**config.mk**
```make
export PLATFORM = sky130hd
export DESIGN_NAME = ordered_list_append_delete_at
export DESIGN_NICKNAME = d
export VERILOG_FILES = /design/src/hdl/olad_pkg.sv /design/src/hdl/ordered_list_append_delete_at.sv
export SDC_FILE = /design/constraint.sdc
export NUM_CORES = 1
export LEC_CHECK = 0
export ABC_AREA = 1
export BUFFER_PORTS_ARGS = -buffer_cell sky130_fd_sc_hd__buf_2
export CAP_MARGIN = 20
export CORE_AREA = 3 3 207 411
export DETAILED_ROUTE_END_ITERATION = 7
export DIE_AREA = 0 0 210 414
export PLACE_DENSITY_LB_ADDON = 0.15
export SLEW_MARGIN = 20
export SYNTH_ARGS = -nofsm -noshare
export SYNTH_HDL_FRONTEND = slang
export SYNTH_SLANG_ARGS = --single-unit
```
**constraint.sdc**
```tcl
create_clock -name clk -period 4.55 [get_ports clk]
set_input_delay 0.6825 -clock clk [delete_from_list [all_inputs] [get_ports clk]]
set_output_delay 0.6825 -clock clk [all_outputs]
set_load 0.05 [all_outputs]
```
**src/hdl/olad_pkg.sv**
```systemverilog
// shared types and constants for the ordered list with append and delete-at
package olad_pkg;

    // default list depth
    localparam int DEPTH_DEF = 32;

    // fixed field widths
    localparam int KIND_W   = 2;
    localparam int VALUE_W  = 32;
    localparam int POS_W    = 6;
    localparam int STATUS_W = 3;

    // command codes
    typedef enum logic [KIND_W-1:0] {
        KIND_APPEND = 2'd0,
        KIND_DELETE = 2'd1,
        KIND_SHOW   = 2'd2,
        KIND_NONE   = 2'd3
    } kind_t;

    // result status codes
    typedef enum logic [STATUS_W-1:0] {
        STAT_DONE  = 3'd0,
        STAT_EMPTY = 3'd1,
        STAT_SHORT = 3'd2,
        STAT_FULL  = 3'd3,
        STAT_SHOWN = 3'd4
    } status_t;

    // sequencer states
    typedef enum logic [2:0] {
        ST_IDLE,
        ST_SHIFT_RD,
        ST_SHIFT_WR,
        ST_DEL_DONE,
        ST_SHOW_RD,
        ST_SHOW_OUT
    } state_t;

endpackage

```
**src/hdl/ordered_list_append_delete_at.sv**
```systemverilog
// ordered list of signed values with append, delete at position and show
//
//   channel | direction | handshake          | payload
//   --------+-----------+--------------------+------------------------
//   in      | input     | in_valid/in_stall   | kind, value, position
//   out     | output    | out_valid/out_stall | status, element, last
//
// append and every flagged command give one beat from idle
// delete at position p of n elements moves the n-p following elements up one
// place through the one list memory read port, a read state then a write
// state each; show of n elements gives n beats, one memory read per beat;
// reset clears the element count and control, not the list memory
// a stalled output holds its beat and the sequencer waits behind it
module ordered_list_append_delete_at #(
    parameter int DEPTH = olad_pkg::DEPTH_DEF
) (
    input  logic                                 clk,
    input  logic                                 rst_n,
    input  logic                                 in_valid,
    output logic                                 in_stall,
    input  logic        [olad_pkg::KIND_W-1:0]   kind,
    input  logic signed [olad_pkg::VALUE_W-1:0]  value,
    input  logic        [olad_pkg::POS_W-1:0]    position,
    output logic                                 out_valid,
    input  logic                                 out_stall,
    output logic        [olad_pkg::STATUS_W-1:0] status,
    output logic signed [olad_pkg::VALUE_W-1:0]  element,
    output logic                                 last
);

    localparam int CW   = $clog2(DEPTH + 1);
    localparam int AW   = $clog2(DEPTH);
    localparam int CMPW = ((CW > olad_pkg::POS_W) ? CW : olad_pkg::POS_W) + 1;

    // list memory and its registered read data
    logic signed [olad_pkg::VALUE_W-1:0] list_mem [DEPTH];
    logic signed [olad_pkg::VALUE_W-1:0] rd_data_reg;
    logic        [AW-1:0]                rd_addr;
    logic                                mem_we;
    logic        [AW-1:0]                mem_waddr;
    logic signed [olad_pkg::VALUE_W-1:0] mem_wdata;

    // control state
    olad_pkg::state_t state_reg, state_next;
    logic [CW-1:0]    count_reg, count_next;
    logic [AW-1:0]    idx_reg, idx_next;

    // output register
    logic                                out_valid_reg, out_valid_next;
    olad_pkg::status_t                   status_reg, status_next;
    logic signed [olad_pkg::VALUE_W-1:0] element_reg, element_next;
    logic                                last_reg, last_next;

    logic             out_free;
    logic             in_accept;
    olad_pkg::kind_t  kind_in;
    logic [CMPW-1:0]  pos_ext;
    logic [CMPW-1:0]  count_ext;
    logic [CMPW-1:0]  idx_ext;

    assign out_free  = !out_valid_reg || !out_stall;
    assign in_stall  = (state_reg != olad_pkg::ST_IDLE) || !out_free;
    assign in_accept = in_valid && !in_stall;
    assign kind_in   = olad_pkg::kind_t'(kind);
    assign pos_ext   = CMPW'(position);
    assign count_ext = CMPW'(count_reg);
    assign idx_ext   = CMPW'(idx_reg);

    assign out_valid = out_valid_reg;
    assign status    = status_reg;
    assign element   = element_reg;
    assign last      = last_reg;

    // read address: next element while shifting, current one otherwise
    always_comb
    begin
        if (state_reg == olad_pkg::ST_SHIFT_RD)
        begin
            rd_addr = AW'(idx_ext + CMPW'(1));
        end
        else
        begin
            rd_addr = idx_reg;
        end
    end

    // memory write and registered read
    always_ff @(posedge clk)
    begin
        if (mem_we)
        begin
            list_mem[mem_waddr] <= mem_wdata;
        end
        rd_data_reg <= list_mem[rd_addr];
    end

    // control registers
    always_ff @(posedge clk or negedge rst_n)
    begin
        if (!rst_n)
        begin
            state_reg     <= olad_pkg::ST_IDLE;
            count_reg     <= '0;
            idx_reg       <= '0;
            out_valid_reg <= 1'b0;
        end
        else
        begin
            state_reg     <= state_next;
            count_reg     <= count_next;
            idx_reg       <= idx_next;
            out_valid_reg <= out_valid_next;
        end
    end

    // output payload
    always_ff @(posedge clk)
    begin
        status_reg  <= status_next;
        element_reg <= element_next;
        last_reg    <= last_next;
    end

    // sequencer: next state, memory writes and output beats
    always_comb
    begin
        state_next     = state_reg;
        count_next     = count_reg;
        idx_next       = idx_reg;
        out_valid_next = out_valid_reg && out_stall;
        status_next    = status_reg;
        element_next   = element_reg;
        last_next      = last_reg;
        mem_we         = 1'b0;
        mem_waddr      = idx_reg;
        mem_wdata      = rd_data_reg;

        unique case (state_reg)
            olad_pkg::ST_IDLE:
            begin
                if (in_accept)
                begin
                    unique case (kind_in)
                        olad_pkg::KIND_APPEND:
                        begin
                            out_valid_next = 1'b1;
                            element_next   = '0;
                            last_next      = 1'b1;
                            if (count_ext >= CMPW'(DEPTH))
                            begin
                                status_next = olad_pkg::STAT_FULL;
                            end
                            else
                            begin
                                mem_we      = 1'b1;
                                mem_waddr   = AW'(count_reg);
                                mem_wdata   = value;
                                count_next  = CW'(count_ext + CMPW'(1));
                                status_next = olad_pkg::STAT_DONE;
                            end
                        end
                        olad_pkg::KIND_DELETE:
                        begin
                            if (count_reg == '0)
                            begin
                                out_valid_next = 1'b1;
                                status_next    = olad_pkg::STAT_EMPTY;
                                element_next   = '0;
                                last_next      = 1'b1;
                            end
                            else if (position == '0 || pos_ext > count_ext)
                            begin
                                out_valid_next = 1'b1;
                                status_next    = olad_pkg::STAT_SHORT;
                                element_next   = '0;
                                last_next      = 1'b1;
                            end
                            else
                            begin
                                idx_next = AW'(pos_ext - CMPW'(1));
                                if (pos_ext < count_ext)
                                begin
                                    state_next = olad_pkg::ST_SHIFT_RD;
                                end
                                else
                                begin
                                    state_next = olad_pkg::ST_DEL_DONE;
                                end
                            end
                        end
                        olad_pkg::KIND_SHOW:
                        begin
                            if (count_reg == '0)
                            begin
                                out_valid_next = 1'b1;
                                status_next    = olad_pkg::STAT_EMPTY;
                                element_next   = '0;
                                last_next      = 1'b1;
                            end
                            else
                            begin
                                idx_next   = '0;
                                state_next = olad_pkg::ST_SHOW_RD;
                            end
                        end
                        default:
                        begin
                            // unused command: no beat, no change
                        end
                    endcase
                end
            end

            olad_pkg::ST_SHIFT_RD:
            begin
                state_next = olad_pkg::ST_SHIFT_WR;
            end

            // move the following element up one place
            olad_pkg::ST_SHIFT_WR:
            begin
                mem_we    = 1'b1;
                mem_waddr = idx_reg;
                mem_wdata = rd_data_reg;
                idx_next  = AW'(idx_ext + CMPW'(1));
                if (idx_ext + CMPW'(2) < count_ext)
                begin
                    state_next = olad_pkg::ST_SHIFT_RD;
                end
                else
                begin
                    state_next = olad_pkg::ST_DEL_DONE;
                end
            end

            olad_pkg::ST_DEL_DONE:
            begin
                if (out_free)
                begin
                    out_valid_next = 1'b1;
                    status_next    = olad_pkg::STAT_DONE;
                    element_next   = '0;
                    last_next      = 1'b1;
                    count_next     = CW'(count_ext - CMPW'(1));
                    state_next     = olad_pkg::ST_IDLE;
                end
            end

            olad_pkg::ST_SHOW_RD:
            begin
                state_next = olad_pkg::ST_SHOW_OUT;
            end

            // one beat per element, held until the output is free
            olad_pkg::ST_SHOW_OUT:
            begin
                if (out_free)
                begin
                    out_valid_next = 1'b1;
                    status_next    = olad_pkg::STAT_SHOWN;
                    element_next   = rd_data_reg;
                    if (idx_ext + CMPW'(1) == count_ext)
                    begin
                        last_next  = 1'b1;
                        state_next = olad_pkg::ST_IDLE;
                    end
                    else
                    begin
                        last_next  = 1'b0;
                        idx_next   = AW'(idx_ext + CMPW'(1));
                        state_next = olad_pkg::ST_SHOW_RD;
                    end
                end
            end

            default:
            begin
                state_next = olad_pkg::ST_IDLE;
            end
        endcase
    end

endmodule
```
-- After elaboration in Yosys (flattened, before gate mapping)
Memories as Yosys holds them, arrays and structs flattened. A register that Yosys moved wholly into a read port is not among the register bits.
Index checks and enable logic that the tools add are counted.
- flip-flop bits (word level): 51
- bits in latches: 0
- bits in writable memories: 1024
- ROM bits: 0
- output and inout port bits: 38
- logic and storage cells: 131
- memories kept: 1
- memories (name ; words ; bits a word ; rd ports ; clocked after Yosys merged registers in ; write ports ; line ; source):
    list_mem ; 32 ; 32 ; 1 ; 1 ; 1 ; ordered_list_append_delete_at.sv:36 ; logic signed [olad_pkg::VALUE_W-1:0] list_mem [DEPTH];
- $add $sub $neg: 5
- multipliers: 0
- div/mod/pow operators: 0
- magnitude comparators: 4
- eq/ne operators: 21
- shift operators: 0
- multiplexer cells: 71
- bitwise operators: 0
- reduce and logical (&&, ||, !) cells: 22
- operator list (kind ; number):
    $mux W32 ; 10
    $pmux W32 S3 ; 2
    $mux W5 ; 11
    $mux W3 ; 12
    $mux W6 ; 4
    $pmux W3 S3 ; 2
    $pmux W3 S6 ; 1
    $mux W1 ; 17
    $pmux W5 S3 ; 1
    $reduce_and A7 Y1 ; 2
    $logic_not A6 Y1 ; 2
    $lt A6 B6 Y1 ; 2
    $ne A3 B3 Y1 const B ; 4
    $pmux W6 S2 ; 1
    $ne A2 B2 Y1 const B ; 5
    $pmux W5 S2 ; 1
    $pmux W1 S3 ; 3
    $reduce_bool A3 Y1 ; 3
    $reduce_and A8 Y1 ; 1
    $eq A7 B6 Y1 ; 1
    $add A5 B1 Y6 const B ; 1
    $add A5 B2 Y6 const B ; 1
    $add A6 B1 Y6 const B ; 1
    $eq A3 B2 Y1 const B ; 2
    other kinds (23) ; 33

-- Longest topological paths before layout
- word-level depth: 10
- gate-level depth with buffers: 15
- mapped depth without buffers: 15

-- Worst setup path before layout
Ideal clock, no wire load.
- path type: input -> register
- start point: input port position[5] (netlist bit)
- end point: register element_reg (netlist bit element[0]) (enable)
- data arrival time: 3.321 ns
- data required time: 4.109 ns
- slack: 0.788 ns
- stages on the path: 9
- path buffers: 0
- cell sequence: ha_1 > nand2_1 > nor2_1 > nand2_1 > nand3_1 > nand2_1 > nand3b_1 > o21ai_0 > a21oi_1
- word-level cells in the longest chain between the ends: 4
- RTL lines (item ; line ; source):
    from (decl) ; ordered_list_append_delete_at.sv:23 ; input logic [olad_pkg::POS_W-1:0] position,
    $gt A6 B6 Y1 / $logic_not A6 Y1 (equally long branches) ; ordered_list_append_delete_at.sv:171 ; else if (position == '0 || pos_ext > count_ext)
    $logic_or A1 B1 Y1 * ; ordered_list_append_delete_at.sv:171 ;
    $ne A4 B4 Y1 (no source line) * ; -- ;
    $reduce_and A7 Y1 (no source line) * ; -- ;
    to (signal assigned) ; ordered_list_append_delete_at.sv:120 ; element_reg <= element_next;
    to (decl) ; ordered_list_append_delete_at.sv:51 ; logic signed [olad_pkg::VALUE_W-1:0] element_reg, element_next;
Every way passes the cells marked *; elsewhere a longest branch is shown, timed or not.
A chain may end at the register's enable or synchronous reset.

-- Worst setup path in the final report
- start point: register state_reg[0]
- end point: memory list_mem[25][20] (netlist bit) (enable)
- word-level cells in the longest chain between the ends: 8
- RTL lines (item ; line ; source):
    from (decl) ; ordered_list_append_delete_at.sv:44 ; olad_pkg::state_t state_reg, state_next;
    from (signal assigned) ; ordered_list_append_delete_at.sv:102 ; state_reg <= olad_pkg::ST_IDLE;
    from (signal assigned) ; ordered_list_append_delete_at.sv:109 ; state_reg <= state_next;
    $reduce_bool A3 Y1 ; ordered_list_append_delete_at.sv:62 ; assign in_stall = (state_reg != olad_pkg::ST_IDLE) || !out_free;
    $logic_or A1 B1 Y1 ; ordered_list_append_delete_at.sv:62 ;
    $logic_not A1 Y1 ; ordered_list_append_delete_at.sv:63 ; assign in_accept = in_valid && !in_stall;
    $logic_and A1 B1 Y1 ; ordered_list_append_delete_at.sv:63 ;
    $mux W1 ; ordered_list_append_delete_at.sv:141 ; if (in_accept)
    $pmux W1 S2 ; ordered_list_append_delete_at.sv:138 ; unique case (state_reg)
    $mux W1 ; ordered_list_append_delete_at.sv:90 ; if (mem_we)
    $mux W1 (not written as such) ; ordered_list_append_delete_at.sv:92 ; list_mem[mem_waddr] <= mem_wdata;
    to (decl) ; ordered_list_append_delete_at.sv:36 ;
Parallel ways exist; a longest one is shown, timed or not.

==> reports/qor.yml <==
status: "complete, no violations"
synth_edf_count: 1060
crit_path_start_kind: "register"
period_needed_ps: 3670
synthDominantCellAreaShare_pct: 64.8
yosysTopAreaCell: "edfxtp_1"
grt_setup_unrepaired: "no"
vdd_ir_drop_max_mv: 0.964
place_hpwl_um: 80500
portBuffers: 81
ys.flop_type: "edfxtp_1"
powerDensity_nw_per_um2: 738
fin_tns_setup_ps: 0
min_path_cells: 3
cts_resized: 0
yosysMostFrequentCell: "edfxtp_1"
worst_slew_pin_slew_ps: 976
synth_area_um2: 49100
synth_seq_area_share_pct: 66.8
crit_type: "register to register"
initial_core_util_pct: 59.5
grt_pass1_vias: 34000
drtPass1Iterations: 6
crit_path_top_delay_cell: "nor2_4"
rows: 149
cts_tree: "done"
skew_ps: 20.1
worstPathCellList: "nor2_4 > nand2_2 > inv_2 > nand3_2 > nand3b_4 > o21ai_1 > nand3_2 > nor2_4 > buf_12"
core_um2: 82600
grtUsageTotal_pct: 33.0
avgSynthCellArea_um2: 10.6
hold_viol: 0
leakage_nw: 22.3
cts_sinks: 1107
detail-route-antenna-nets: 0
post_cts_buffers: 0
critPathCaptureType: "register"
cap_viol_max_count: 0
drtIter0Drc: 3401
seq_area_um2: 32800
hold_buffers: 1
maxSlewViolCount: 0
crit_path_max_fanout: 29
grt_max_degree: 150
final_area_um2: 54600
fp.dieW_um: 210
finalWirelength_um: 143000
nets: 4736
synth_fp_nets: 4702
antenna_found_initial: 2
finalSetupViolCount: 0
largest_reg_flops: 1024
clock_path_buffers: 3
drcViolationCount: 0
yosys_warnings: 0
numCtsBuffers: 93
worstPathArrival_ps: 4010
grt_pass1_wl_um: 211000
place_area_um2: 51500
htreeDepth: 3
clk_latency_ps: 670
hold_class: "input pin to register"
synth_area_leaders: "edfxtp_1 65%, nand3_1 9.6%, nand2_1 7.3%"
clk_pin_slew_ps: 70
yosys-top-cells-count: "1060 x edfxtp_1, 953 x nand2_1, 946 x nand3_1"
multi_input_area_um2: 12500
die_area_um2: 86900
grt_overflow: 0
fin_crit_sh_pct: 80.7
crit_path_max_incr_delay_ps: 520
vias: 34300
fill_cells: 6315
synth_seq_cells: 1107
drive_above_1_share_pct: 9.20
required_ps: 4890
cts_root_buffer: "clkbuf_16"
synthCells: 4633
synthArstFlopShare_pct: 1.36
die_h_um: 414
r2r.worst_path.cells: 9
routabilityCongestion: 0.898
viasPerCell: 5.92
maxSlewHeadroom_pct: 34.9
synthDistinctLibCells: 35
max_freq_mhz: 272
pin_count: 82
syn_to_final_growth_pct: 11.1
wl_per_cell_um: 24.7
==> power by group <==
group | leakage [nW] | switching [mW] | total [mW] | internal [mW]
sequential | 10.0 | 0.306 | 13.7 | 13.4
combinational | 10.8 | 13.6 | 18.4 | 4.83
clock | 1.50 | 3.59 | 8.13 | 4.54
==> layer usage <==
metal	vias to the layer above	track usage [%]	share of wire (%)
li1	15400	-	-
met1	16600	39.2	34
met2	1810	56.0	50
met3	467	5.20	8.0
met4	0	21.4	7.4
met5	-	0	0
==> kinds of logic (layout without fill, tap and decap cells) <==
group / after synthesis / in the layout / synth area share, %
xor+xnor: 12 / 12 / 0.214
compound gates: 77 / 77 / 0.848
flops: 1107 / 1107 / 66.8
simple gates: 2332 / 2332 / 22.6
other cells: 0 / 3 / 0
buf+inv: 1080 / 1188 / 8.81
fa+ha+maj: 25 / 25 / 0.652
==> critical path: cells and delay by family (launching register included) <==
kind,cells,cell delay [ps]
compound gates,1,460
simple gates,6,1830
flops,1,500
buf+inv,2,400
==> per-stage QoR <==
| step | worst slack, ps | total power, mW | util (%) | hold slack, ps | instances |
|---|---|---|---|---|---|
| floorplan | 788 | 25.8 | - | 387 | 4633 |
| global placement | 819 | 31.9 | 62.2 | 512 | 5627 |
| detailed placement | 792 | 32.1 | 62.3 | 530 | 5628 |
| CTS | 896 | 40.2 | 66.1 | 330 | 5798 |
| global route | 751 | 42.2 | 66.1 | 359 | 5800 |
| finish | 876 | 40.3 | 66.1 | 378 | 5801 |
==> area by class of cell <==
class | instances | area share [%]
Multi-Input combinational cell | 2446 | 22.9
Timing Repair Buffer | 204 | 3.25
Inverter | 815 | 5.61
Sequential cell | 1107 | 60.2
Clock inverter | 46 | 0.933
Tap cell | 1057 | 2.42
Clock buffer | 123 | 4.69
Antenna cell | 3 | 0.0138
==> worst paths after layout <==
path,start,endpoint,slack (ps)
hold reg to reg,idx_reg[4]$_DFFE_PN0P_,idx_reg[4]$_DFFE_PN0P_,540
min in group asynchronous,rst_n,idx_reg[3]$_DFFE_PN0P_,500
setup reg to reg,state_reg[0]$_DFFE_PN0P_,list_mem[25][20]$_DFFE_PP_,880
max in group asynchronous,rst_n,count_reg[4]$_DFFE_PN0P_,3730
setup / recovery,state_reg[0]$_DFFE_PN0P_,list_mem[25][20]$_DFFE_PP_,880
hold / removal,out_stall,out_valid$_DFF_PN0_,380
==> cell usage in the layout, fill, tap and decap left out, types with 10 or more instances in the layout <==
cell type and n:
edfxtp_1 1060, nand2_1 952, nand3_1 946, inv_1 807, nand3b_1 290, clkbuf_16 94
nor2_1 93, buf_4 87, buf_2 81, buf_12 34, nor2_4 33, dfxtp_1 32
ha_1 24, a21oi_2 19, clkbuf_1 19, clkinv_2 18, dfrtp_1 15, o21ai_0 14
a21oi_1 13, a21oi_4 12, clkinv_1 10, bufinv_16 10, clkbuf_8 10
Note: power is estimated with default switching activity, not from simulation.
